[src/hdl/assert_macros.svh]
// assertion macros used by the block transfer sender
`ifndef ASSERT_MACROS_SVH
`define ASSERT_MACROS_SVH

// same-cycle implication, checked out of reset
`define ASSERT_IMPLIES(label, clk, rst_n, ante, cons) \
    label: assert property (@(posedge clk) disable iff (!rst_n) (ante) |-> (cons)) \
        else $error("assertion failed: same-cycle implication");

// next-cycle implication, checked out of reset
`define ASSERT_NEXT(label, clk, rst_n, ante, cons) \
    label: assert property (@(posedge clk) disable iff (!rst_n) (ante) |=> (cons)) \
        else $error("assertion failed: next-cycle implication");

`endif

[src/hdl/bts_pkg.sv]
// constants, codes and types of the block transfer sender
package bts_pkg;

    localparam int PAYLOAD_BYTES = 128;
    localparam int FRAME_BYTES   = PAYLOAD_BYTES + 5;
    localparam int ADDR_W        = $clog2(PAYLOAD_BYTES);

    localparam logic [7:0] C_SOH = 8'h01;
    localparam logic [7:0] C_EOT = 8'h04;
    localparam logic [7:0] C_ACK = 8'h06;
    localparam logic [7:0] C_NAK = 8'h15;
    localparam logic [7:0] C_ESC = 8'd27;

    localparam logic [2:0] FUNC_START   = 3'd0;
    localparam logic [2:0] FUNC_PAYLOAD = 3'd1;
    localparam logic [2:0] FUNC_RX      = 3'd2;
    localparam logic [2:0] FUNC_TICK    = 3'd3;
    localparam logic [2:0] FUNC_SLOT    = 3'd4;

    localparam logic KIND_LINE   = 1'b0;
    localparam logic KIND_STATUS = 1'b1;

    localparam logic [1:0] ST_HDR_ACK  = 2'd0;
    localparam logic [1:0] ST_DATA_ACK = 2'd1;
    localparam logic [1:0] ST_DONE     = 2'd2;
    localparam logic [1:0] ST_FAILED   = 2'd3;

    localparam logic [1:0] REG_BLOCK_COUNT = 2'd0;
    localparam logic [1:0] REG_RETRY_LIMIT = 2'd1;
    localparam logic [1:0] REG_REPLY_WIN   = 2'd2;
    localparam logic [1:0] REG_SETTLE      = 2'd3;

    typedef struct packed {
        logic              wr_en;
        logic [ADDR_W-1:0] wr_addr;
        logic [7:0]        wr_data;
        logic              rd_en;
        logic [ADDR_W-1:0] rd_addr;
    } mem_req_t;

endpackage

[src/hdl/block_transfer_sender.sv]
// block transfer sender: escape pair, settle time, framed blocks with retries, eot
// Usage:
//   s_* channel takes one item per cycle while s_tready is high; s_tuser selects
//   the function (start, payload byte, received byte, tick, transmit slot), s_tdata
//   carries the payload byte and received byte, s_tlast marks the last payload
//   byte of a block. m_* channel returns at most one item per input item: a line byte
//   (m_tuser = 0) or a status event (m_tuser = 1) with block number and miss count.
//   cfg_* writes the block count, retry limit, reply window and settle time; it is
//   always ready; the user writes it only while the block is idle, which it does not enforce.
//   Throughput: one input item per cycle while the output is not stalled. A result
//   reaches m_tvalid through the stage register, alongside the registered read of
//   the frame store, followed by the output register.
//   When m_tready is low the output register and the stage in front of it hold,
//   and s_tready falls once both are full; no item is lost.
//   Reset clears the sequencer to idle and loads the register defaults
//   (1, 10, 230, 150); the frame store needs no clearing.
module block_transfer_sender
(
    input  logic        clk,
    input  logic        rst_n,
    input  logic        s_tvalid,
    output logic        s_tready,
    input  logic [15:0] s_tdata,   // payload_byte, rx_byte
    input  logic [2:0]  s_tuser,   // func
    input  logic        s_tlast,   // payload_end
    output logic        m_tvalid,
    input  logic        m_tready,
    output logic [39:0] m_tdata,   // line_byte, status_code, block_index, miss_count, zero pad
    output logic [0:0]  m_tuser,   // out_kind
    input  logic        cfg_valid,
    output logic        cfg_ready,
    input  logic [1:0]  cfg_index,
    input  logic [15:0] cfg_data
);

`include "assert_macros.svh"

    typedef enum logic [3:0] {
        PH_IDLE, PH_ESC1, PH_ESC2, PH_SETTLE, PH_LOAD, PH_SEND,
        PH_WAIT, PH_ABORT1, PH_ABORT2, PH_EOT, PH_EOTWAIT
    } phase_t;

    localparam logic [7:0] PB_LEN   = 8'(bts_pkg::PAYLOAD_BYTES);
    localparam logic [7:0] FR_LEN   = 8'(bts_pkg::FRAME_BYTES);
    localparam logic [7:0] SUM_LO_P = 8'(bts_pkg::PAYLOAD_BYTES + 3);

    phase_t      phase_reg, phase_next;
    logic [15:0] block_cnt_reg, block_cnt_next;
    logic [7:0]  load_pos_reg, load_pos_next;
    logic [7:0]  send_pos_reg, send_pos_next;
    logic [15:0] sum_reg, sum_next;
    logic [7:0]  tries_reg, tries_next;
    logic [15:0] timer_reg, timer_next;
    logic [7:0]  misses_reg, misses_next;

    logic [15:0] blocks_cfg_reg;
    logic [7:0]  retry_cfg_reg;
    logic [15:0] reply_cfg_reg;
    logic [15:0] settle_cfg_reg;

    logic        p1_valid_reg;
    logic        p1_kind_reg;
    logic [7:0]  p1_byte_reg;
    logic        p1_use_mem_reg;
    logic [1:0]  p1_code_reg;
    logic [15:0] p1_index_reg;
    logic [7:0]  p1_miss_reg;

    logic        m_tvalid_reg;
    logic [39:0] m_tdata_reg;
    logic [0:0]  m_tuser_reg;

    logic        accept;
    logic        out_free;
    logic        p1_move;
    logic [2:0]  func;
    logic [7:0]  pb;
    logic [7:0]  rx;
    logic [7:0]  lp_inc;
    logic [7:0]  sp_inc;
    logic [7:0]  pay_idx;
    logic [15:0] timer_dec;
    logic        ack_ev;
    logic        miss_ev;
    logic        load_ev;
    logic        res_valid;
    logic        res_kind;
    logic [7:0]  res_byte;
    logic        res_use_mem;
    logic [1:0]  res_code;
    logic [7:0]  rd_data;
    logic [7:0]  out_byte;

    bts_pkg::mem_req_t mem_req;

    bts_frame_buf u_frame_buf
    (
        .clk     (clk),
        .req     (mem_req),
        .rd_data (rd_data)
    );

    assign out_free  = !m_tvalid_reg || m_tready;
    assign p1_move   = p1_valid_reg && out_free;
    assign s_tready  = !p1_valid_reg || out_free;
    assign accept    = s_tvalid && s_tready;
    assign cfg_ready = 1'b1;

    assign func      = s_tuser;
    assign pb        = s_tdata[7:0];
    assign rx        = s_tdata[15:8];
    assign lp_inc    = load_pos_reg + 8'd1;
    assign sp_inc    = send_pos_reg + 8'd1;
    assign pay_idx   = send_pos_reg - 8'd3;
    assign timer_dec = (timer_reg != 16'd0) ? timer_reg - 16'd1 : 16'd0;

    assign out_byte  = p1_use_mem_reg ? rd_data : p1_byte_reg;

    always_comb
    begin
        phase_next     = phase_reg;
        block_cnt_next = block_cnt_reg;
        load_pos_next  = load_pos_reg;
        send_pos_next  = send_pos_reg;
        sum_next       = sum_reg;
        tries_next     = tries_reg;
        timer_next     = timer_reg;
        misses_next    = misses_reg;
        ack_ev         = 1'b0;
        miss_ev        = 1'b0;
        load_ev        = 1'b0;
        res_valid      = 1'b0;
        res_kind       = bts_pkg::KIND_LINE;
        res_byte       = 8'd0;
        res_use_mem    = 1'b0;
        res_code       = bts_pkg::ST_HDR_ACK;
        mem_req        = '0;

        if (accept)
        begin
            case (func)
                bts_pkg::FUNC_START:
                begin
                    block_cnt_next = 16'd0;
                    load_pos_next  = 8'd0;
                    send_pos_next  = 8'd0;
                    sum_next       = 16'd0;
                    tries_next     = retry_cfg_reg;
                    timer_next     = 16'd0;
                    phase_next     = PH_ESC1;
                end
                bts_pkg::FUNC_PAYLOAD:
                begin
                    if (phase_reg == PH_LOAD)
                    begin
                        if (load_pos_reg < PB_LEN)
                        begin
                            mem_req.wr_en   = 1'b1;
                            mem_req.wr_addr = load_pos_reg[bts_pkg::ADDR_W-1:0];
                            mem_req.wr_data = pb;
                            sum_next        = sum_reg + {8'd0, pb};
                            load_pos_next   = lp_inc;
                        end
                        if (s_tlast || load_pos_next >= PB_LEN)
                        begin
                            send_pos_next = 8'd0;
                            phase_next    = PH_SEND;
                        end
                    end
                end
                bts_pkg::FUNC_RX:
                begin
                    if (phase_reg == PH_WAIT)
                    begin
                        ack_ev  = (rx == bts_pkg::C_ACK);
                        miss_ev = (rx == bts_pkg::C_NAK);
                    end
                    else if (phase_reg == PH_EOTWAIT &&
                             (rx == bts_pkg::C_ACK || rx == bts_pkg::C_NAK))
                    begin
                        phase_next = PH_IDLE;
                        res_valid  = 1'b1;
                        res_kind   = bts_pkg::KIND_STATUS;
                        res_code   = bts_pkg::ST_DONE;
                    end
                end
                bts_pkg::FUNC_TICK:
                begin
                    if (phase_reg == PH_SETTLE || phase_reg == PH_WAIT ||
                        phase_reg == PH_EOTWAIT)
                    begin
                        timer_next = timer_dec;
                        if (timer_dec == 16'd0)
                        begin
                            if (phase_reg == PH_SETTLE)
                            begin
                                load_ev = 1'b1;
                            end
                            else if (phase_reg == PH_WAIT)
                            begin
                                miss_ev = 1'b1;
                            end
                            else
                            begin
                                phase_next = PH_IDLE;
                                res_valid  = 1'b1;
                                res_kind   = bts_pkg::KIND_STATUS;
                                res_code   = bts_pkg::ST_DONE;
                            end
                        end
                    end
                end
                bts_pkg::FUNC_SLOT:
                begin
                    case (phase_reg)
                        PH_ESC1:
                        begin
                            phase_next = PH_ESC2;
                            res_valid  = 1'b1;
                            res_byte   = bts_pkg::C_ESC;
                        end
                        PH_ESC2:
                        begin
                            if (settle_cfg_reg == 16'd0)
                            begin
                                load_ev = 1'b1;
                            end
                            else
                            begin
                                timer_next = settle_cfg_reg;
                                phase_next = PH_SETTLE;
                            end
                            res_valid = 1'b1;
                            res_byte  = bts_pkg::C_ESC;
                        end
                        PH_SEND:
                        begin
                            res_valid     = 1'b1;
                            send_pos_next = sp_inc;
                            if (sp_inc >= FR_LEN)
                            begin
                                timer_next = reply_cfg_reg;
                                phase_next = PH_WAIT;
                            end
                            if (send_pos_reg == 8'd0)
                            begin
                                res_byte = bts_pkg::C_SOH;
                            end
                            else if (send_pos_reg == 8'd1)
                            begin
                                res_byte = block_cnt_reg[7:0];
                            end
                            else if (send_pos_reg == 8'd2)
                            begin
                                res_byte = ~block_cnt_reg[7:0];
                            end
                            else if (send_pos_reg < SUM_LO_P)
                            begin
                                // bytes beyond the fill mark go out as zero
                                res_use_mem     = (pay_idx < load_pos_reg);
                                mem_req.rd_en   = 1'b1;
                                mem_req.rd_addr = pay_idx[bts_pkg::ADDR_W-1:0];
                            end
                            else if (send_pos_reg == SUM_LO_P)
                            begin
                                res_byte = sum_reg[7:0];
                            end
                            else
                            begin
                                res_byte = sum_reg[15:8];
                            end
                        end
                        PH_ABORT1:
                        begin
                            phase_next = PH_ABORT2;
                            res_valid  = 1'b1;
                            res_byte   = bts_pkg::C_ESC;
                        end
                        PH_ABORT2:
                        begin
                            phase_next = PH_IDLE;
                            res_valid  = 1'b1;
                            res_byte   = bts_pkg::C_ESC;
                        end
                        PH_EOT:
                        begin
                            timer_next = reply_cfg_reg;
                            phase_next = PH_EOTWAIT;
                            res_valid  = 1'b1;
                            res_byte   = bts_pkg::C_EOT;
                        end
                        default:
                        begin
                            res_valid = 1'b0;
                        end
                    endcase
                end
                default:
                begin
                    res_valid = 1'b0;
                end
            endcase

            // nak or reply timeout
            if (miss_ev)
            begin
                misses_next = misses_reg + 8'd1;
                if (tries_reg <= 8'd1)
                begin
                    tries_next = 8'd0;
                    phase_next = (block_cnt_reg == 16'd0) ? PH_IDLE : PH_ABORT1;
                    res_valid  = 1'b1;
                    res_kind   = bts_pkg::KIND_STATUS;
                    res_code   = bts_pkg::ST_FAILED;
                end
                else
                begin
                    tries_next    = tries_reg - 8'd1;
                    send_pos_next = 8'd0;
                    phase_next    = PH_SEND;
                end
            end

            if (ack_ev)
            begin
                res_valid = 1'b1;
                res_kind  = bts_pkg::KIND_STATUS;
                res_code  = (block_cnt_reg == 16'd0) ? bts_pkg::ST_HDR_ACK
                                                      : bts_pkg::ST_DATA_ACK;
                if (block_cnt_reg >= blocks_cfg_reg)
                begin
                    phase_next = PH_EOT;
                end
                else
                begin
                    block_cnt_next = block_cnt_reg + 16'd1;
                    load_ev        = 1'b1;
                end
            end

            if (load_ev)
            begin
                phase_next    = PH_LOAD;
                load_pos_next = 8'd0;
                send_pos_next = 8'd0;
                sum_next      = 16'd0;
                tries_next    = retry_cfg_reg;
            end
        end
    end

    always_ff @(posedge clk or negedge rst_n)
    begin
        if (!rst_n)
        begin
            phase_reg      <= PH_IDLE;
            block_cnt_reg  <= 16'd0;
            load_pos_reg   <= 8'd0;
            send_pos_reg   <= 8'd0;
            sum_reg        <= 16'd0;
            tries_reg      <= 8'd0;
            timer_reg      <= 16'd0;
            misses_reg     <= 8'd0;
            blocks_cfg_reg <= 16'd1;
            retry_cfg_reg  <= 8'd10;
            reply_cfg_reg  <= 16'd230;
            settle_cfg_reg <= 16'd150;
            p1_valid_reg   <= 1'b0;
            m_tvalid_reg   <= 1'b0;
        end
        else
        begin
            phase_reg     <= phase_next;
            block_cnt_reg <= block_cnt_next;
            load_pos_reg  <= load_pos_next;
            send_pos_reg  <= send_pos_next;
            sum_reg       <= sum_next;
            tries_reg     <= tries_next;
            timer_reg     <= timer_next;
            misses_reg    <= misses_next;

            if (cfg_valid && cfg_ready)
            begin
                case (cfg_index)
                    bts_pkg::REG_BLOCK_COUNT: blocks_cfg_reg <= cfg_data;
                    bts_pkg::REG_RETRY_LIMIT: retry_cfg_reg  <= cfg_data[7:0];
                    bts_pkg::REG_REPLY_WIN:   reply_cfg_reg  <= cfg_data;
                    bts_pkg::REG_SETTLE:      settle_cfg_reg <= cfg_data;
                    default:                  settle_cfg_reg <= settle_cfg_reg;
                endcase
            end

            if (accept)
            begin
                p1_valid_reg <= res_valid;
            end
            else if (p1_move)
            begin
                p1_valid_reg <= 1'b0;
            end

            if (p1_move)
            begin
                m_tvalid_reg <= 1'b1;
            end
            else if (m_tready)
            begin
                m_tvalid_reg <= 1'b0;
            end
        end
    end

    // payload of the two result stages
    always_ff @(posedge clk)
    begin
        if (accept)
        begin
            p1_kind_reg    <= res_kind;
            p1_byte_reg    <= res_byte;
            p1_use_mem_reg <= res_use_mem;
            p1_code_reg    <= res_code;
            p1_index_reg   <= block_cnt_reg;
            p1_miss_reg    <= misses_next;
        end
        if (p1_move)
        begin
            m_tdata_reg <= {6'd0, p1_miss_reg, p1_index_reg, p1_code_reg, out_byte};
            m_tuser_reg <= p1_kind_reg;
        end
    end

    assign m_tvalid = m_tvalid_reg;
    assign m_tdata  = m_tdata_reg;
    assign m_tuser  = m_tuser_reg;

    `ASSERT_IMPLIES(a_stall_blocks_input, clk, rst_n,
        p1_valid_reg && m_tvalid_reg && !m_tready, !s_tready)
    `ASSERT_IMPLIES(a_fill_mark_bound, clk, rst_n, 1'b1, load_pos_reg <= PB_LEN)
    `ASSERT_IMPLIES(a_send_pos_bound, clk, rst_n, phase_reg == PH_SEND,
        send_pos_reg < FR_LEN)
    `ASSERT_NEXT(a_ack_gives_status, clk, rst_n,
        accept && phase_reg == PH_WAIT && func == bts_pkg::FUNC_RX &&
        rx == bts_pkg::C_ACK, p1_valid_reg && p1_kind_reg == bts_pkg::KIND_STATUS)

endmodule

[src/hdl/bts_frame_buf.sv]
// payload store of one block, one write and one registered read per cycle
module bts_frame_buf
(
    input  logic              clk,
    input  bts_pkg::mem_req_t req,
    output logic [7:0]        rd_data
);

    logic [7:0] mem [bts_pkg::PAYLOAD_BYTES];
    logic [7:0] rd_data_reg;

    always_ff @(posedge clk)
    begin
        if (req.wr_en)
        begin
            mem[req.wr_addr] <= req.wr_data;
        end
        if (req.rd_en)
        begin
            rd_data_reg <= mem[req.rd_addr];
        end
    end

    assign rd_data = rd_data_reg;

endmodule

[config.mk]
export PLATFORM = sky130hd
export DESIGN_NAME = block_transfer_sender
export DESIGN_NICKNAME = d
export VERILOG_FILES = /design/src/hdl/bts_pkg.sv /design/src/hdl/block_transfer_sender.sv /design/src/hdl/bts_frame_buf.sv
export VERILOG_INCLUDE_DIRS = /design/src /design/src/hdl
export SDC_FILE = /design/constraint.sdc
export NUM_CORES = 2
export LEC_CHECK = 0
export BUFFER_PORTS_ARGS = -buffer_cell sky130_fd_sc_hd__buf_4
export CAP_MARGIN = 20
export CORE_MARGIN = 2
export CORE_UTILIZATION = 57
export DETAILED_ROUTE_END_ITERATION = 7
export PLACE_DENSITY = 0.78
export SLEW_MARGIN = 20
export SYNTH_ARGS = -nofsm -noshare
export SYNTH_HDL_FRONTEND = slang
export SYNTH_HIERARCHICAL = 1
export SYNTH_SLANG_ARGS = --single-unit
[constraint.sdc]
create_clock -name clk -period 5.5 [get_ports clk]
set_input_delay 0.55 -clock clk [delete_from_list [all_inputs] [get_ports clk]]
set_output_delay 0.55 -clock clk [all_outputs]
set_load 0.01 [all_outputs]
Word-level counts from Yosys, hierarchy flattened
Memories as Yosys holds them, arrays and structs flattened. A register that Yosys moved wholly into a read port is not among the register bits.
Index checks and enable logic that the tools add are counted.
{"block": "totals", "register_bits": 213, "ram_bits": 1024, "in_bits": 43, "out_inout_bits": 44, "n_memories": 1}
{"name": "u_frame_buf.mem", "depth": 128, "word_bits": 8, "read_ports": 1, "rd_clocked_by_memory_dff": 1, "write_ports": 1, "line_no": "bts_frame_buf.sv:9", "rtl": "logic [7:0] mem [bts_pkg::PAYLOAD_BYTES];"}
{"block": "classes", "add_sub_neg": 8, "order_cmp": 7, "n_eq_ne": 28, "mux": 118, "bitwise_logic": 4, "n_reduce_logical": 34}
{"operator": "$mux W8", "count": 30}
{"operator": "$mux W16", "count": 13}
{"operator": "$pmux W16 S3", "count": 2}
{"operator": "$mux W4", "count": 14}
{"operator": "$logic_not A16 Y1", "count": 3}
{"operator": "$pmux W8 S3", "count": 2}
{"operator": "$mux W1", "count": 36}
{"operator": "$pmux W16 S2", "count": 1}
{"operator": "$add A8 B1 Y8 const B", "count": 3}
{"operator": "$mux W24", "count": 1}
{"operator": "$pmux W4 S6", "count": 1}
{"operator": "$pmux W4 S5", "count": 1}
{"operator": "$mux W2", "count": 9}
{"operator": "$add A16 B1 Y16 const B", "count": 1}
{"operator": "$add A16 B8 Y16", "count": 1}
{"operator": "$eq A4 B3 Y1 const B", "count": 4}
{"operator": "$ge A16 B16 Y1", "count": 1}
{"operator": "$ge A8 B8 Y1 const B", "count": 2}
{"operator": "$lt A8 B8 Y1 const B", "count": 2}
{"operator": "$pmux W8 S2", "count": 1}
{"operator": "$reduce_bool A16 Y1", "count": 1}
{"operator": "$sub A16 B1 Y16 const B", "count": 1}
{"operator": "$eq A4 B4 Y1 const B", "count": 3}
{"operator": "$ne A3 B3 Y1 const B", "count": 4}
{"operator": "other kinds (38)", "count": 62}

Longest topological paths before layout
{"block": "logic_depth", "ltp_word": 14, "depth_mapped": 17, "mapped_depth_nobuf": 12}

Cells and area by module
The synthesis kept the hierarchy.
{"module": "bts_frame_buf", "n_inst": 1, "cells_each": 1635, "area_per_inst_um2": 39750.6, "seq_area_each_um2": 30989.7}
{"module": "block_transfer_sender", "n_inst": 1, "cells_each": 1201, "area_per_inst_um2": 11608.6, "seq_area_each_um2": 5700.5}

Worst setup path after synthesis
No wires, ideal clock.
{"block": "synth_timing", "kind": "flip-flop to flip-flop", "startpoint": "reg send_pos_reg[4]", "endpoint": "reg u_frame_buf.rd_data_reg[0] (netlist: u_frame_buf/rd_data[0]), read port of u_frame_buf.mem (data pin)", "t_arrival_ns": 5.053, "required_ns": 5.240, "slack_ns": 0.187, "stages_incl_launch_ff": 16, "n_path_buf": 5, "period_less_slack_ns": 5.313, "path_cell_list": "dfrtp_1 > clkbuf_1 > or3_1 > clkbuf_1 > o41ai_1 > nand4_1 > or2_2 > clkbuf_1 > inv_1 > and2_1 > clkbuf_1 > buf_1 > mux4_2 > mux4_2 > mux4_2 > mux2_2"}
{"element": "start, declared", "line_no": "block_transfer_sender.sv:50", "rtl": "logic [7:0] send_pos_reg, send_pos_next;"}
{"element": "start signal, assigned", "line_no": "block_transfer_sender.sv:376", "rtl": "send_pos_reg <= send_pos_next;"}
{"element": "end, declared", "line_no": "bts_frame_buf.sv:10", "rtl": "logic [7:0] rd_data_reg;"}

==> results.json <==
{
  "placed_cell_area_um2": 53800,
  "p_sw_mw": 4.17,
  "min_path_type": "input pin to flip-flop",
  "syn_area_per_cell_um2": 18.1,
  "overflow": 0,
  "synth_area_um2": 51400,
  "rsz0062_at_grt": "false",
  "cts.sinks": 1245,
  "clockPowerShare_pct": 41.4,
  "async_flop_share_pct": 11.4,
  "fin_crit_ns": 5.09,
  "path_cells": "or3_1, or3_1, nor2_1, a21oi_1, nand4_1, or2_2, inv_1, and2_4, buf_4, mux4_2, mux4_2, mux4_2, mux2_2",
  "setup_viol": 0,
  "grt_usage_pct": 28.2,
  "cp-start-kind": "flip-flop",
  "ys_seq_area_share_pct": 71.4,
  "cp_slowest_cell": "mux4_2",
  "p_sw_share_pct": 21.7,
  "p_int_mw": 15.1,
  "antenna_found_initial": 3,
  "port_buffers": 79,
  "io_pins": 87,
  "syn-instance-count": 2836,
  "cp.buffers_inverters": 2,
  "final_antenna_net_count": 0,
  "static-leakage-power_nw": 18.9,
  "fin_crit_sh_pct": 92.6,
  "dieHeight_um": 304,
  "synth-edff-count": 1103,
  "slowest_delay_ns": 0.53,
  "drive_above_1_share_pct": 25.3,
  "routedWlPerCell_um": 30.3,
  "ir_drop_mv": 0.315,
  "cp_top_family": "multiplexers",
  "start_util_pct": 57.3,
  "cts_inserted_buffers": 115,
  "num_rows": 110,
  "synth_top_area_share_pct": 64.5,
  "register_area_um2": 36700,
  "hold_viol": 0,
  "dr.pass1.iters": 6,
  "nFillCells": 5683,
  "synth_ff_type": "edfxtp_1",
  "critPathMostFrequentCell": "mux4_2",
  "cts_tree": "done",
  "clock-skew-final_ns": 0.0474,
  "drc": 0,
  "relSlewSlack_pct": 20.6,
  "dr_total_vias": 28669,
  "area_delta_synth_final_pct": 12.2,
  "status": "completed",
  "cp_max_fo": 29,
  "synth_common_cells": "edfxtp_1 (1103), mux4_2 (336), nor2_1 (215)",
  "vias_per_cell": 6.72,
  "synth_cell_types": 74,
  "grt_pass1_vias": 28477,
  "final_area_um2": 57600,
  "core_area_um2": 89600,
  "power.total_mw": 19.2,
  "pwr_density_cell_nw_per_um2": 334,
  "largest_reg_flops": 1024,
  "cts_max_level": 3,
  "place_hpwl_um": 79100,
  "root_buffer": "clkbuf_16",
  "end_kind": "flip-flop",
  "pwr-share-comb_pct": 4.3,
  "grt_first_pass_wirelength_um": 192000,
  "grt_start_max_net_pins": 103,
  "required_ns": 5.96,
  "multi_input_area_um2": 13900,
  "synth.ff_latch_count": 1245,
  "die_w_um": 304,
  "num_antenna_cells": 0,
  "ys_warn_count": 6,
  "drv_cap": 0,
  "critPathArrivalTime_ns": 5.55,
  "tightest_slew_ns": 1.19,
  "die_area_um2": 92500,
  "synth_top_area_cell": "edfxtp_1",
  "fin_tns_setup_ns": 0,
  "clk_path_buf_depth": 3,
  "max_freq_mhz": 196,
  "final_max_slew_viol_count": 0,
  "path_clk_slew_ns": 0.06,
  "critical_path_class": "flip-flop to flip-flop",
  "gp_congestion": 0.914,
  "nNetsFinal": 3075,
  "synthTopCellsByArea": "edfxtp_1 (64%), mux4_2 (15%), dfrtp_1 (6.3%)",
  "first_iter_violations": 4127,
  "clk_latency_ns": 0.73,
  "yosysMostFrequentCell": "edfxtp_1",
  "p_seq_share_pct": 54.3,
  "post-route-util_pct": 64.3,
  "finalWirelength_um": 129000
}
-- per-stage QoR --
stage,hold WS (ns),std cells,setup slack [ns]
floorplan,0.254,2841,0.187
global placement,0.403,4043,0.532
detailed placement,0.405,4043,0.496
CTS,0.0480,4262,0.461
global route,0.0851,4264,0.126
finish,0.0784,4264,0.405
-- area by class of cell --
| cell class | instances | area share (%) |
|---|---|---|
| inverters | 51 | 0.332 |
| repair buffers | 177 | 2.76 |
| well taps | 1176 | 2.55 |
| clock buffers | 147 | 5.24 |
| multi-input cells | 1397 | 24.1 |
| clock inverters | 71 | 1.30 |
| flip-flops and latches | 1245 | 63.7 |
-- path summary, 6_finish.rpt --
check                           startpoint                      to  slack (ns)  cells after the start
max in group asynchronous            rst_n            tries_reg[6]        3.72                      3
min reg2reg                p1_index_reg[6]             m_tdata[16]        0.42                      0
min in group asynchronous            rst_n           misses_reg[2]        0.49                      2
max reg2reg                send_pos_reg[4]  u_frame_buf/rd_data[7]        0.41                     13
min                           cfg_data[15]      blocks_cfg_reg[15]        0.08                      3
max                        send_pos_reg[4]  u_frame_buf/rd_data[7]        0.41                     13
-- metal layers --
| metal | global-route usage (%) | part of all wire, % |
|---|---|---|
| met5 | 0 | 0.018 |
| met4 | 9.67 | 3.6 |
| met3 | 6.15 | 11 |
| met2 | 46.0 | 49 |
| met1 | 38.0 | 36 |
-- worst min-delay path: cells and delay by family --
family	cells	cell delay (ns)
buf+inv	1	0.09
compound gates	1	0.06
simple gates	1	0.04
-- timing repair --
action	4_1_cts	5_1_grt
endpoints found under the hold margin	87	0
endpoints found under the setup margin	0	0
hold buffers	1	0
buffers inserted	0	0
resized for setup	0	0
-- power groups by stage --
stage | logic, mW | clock network (mW) | registers (mW)
2_1_floorplan | 0.559 | 0 | 10.6
5_1_grt | 0.908 | 8.40 | 10.5
3_5_place_dp | 0.804 | 0 | 10.6
4_1_cts | 0.810 | 8.05 | 10.4
3_3_place_gp | 0.770 | 0 | 10.6
6_report | 0.820 | 7.97 | 10.4
-- cells by family (layout without fill, tap and decap cells) --
group	after synthesis	count (layout)	share of synthesized area [%]
XOR/XNOR	23	23	0.392
adder cells (fa/ha/maj)	45	45	1.11
other	2	7	0.0146
buffers and inverters	199	446	1.66
multiplexers	406	406	16.2
AO/OA/AOI/OAI	312	312	3.74
flip-flops	1245	1245	71.4
AND/OR/NAND/NOR	604	604	5.41
-- placed cells by master (no fill, tap or decap), types with 37 or more instances in the layout --
cell,n
nand2_1,162
clkbuf_16,116
mux2_2,58
a21oi_1,64
nor3_1,37
mux4_2,336
buf_4,155
edfxtp_1,1103
nand3_1,40
nor2_1,213
ha_1,44
dfrtp_1,130
o21ai_0,128
inv_1,50
Power figures use the tool's default switching activity.
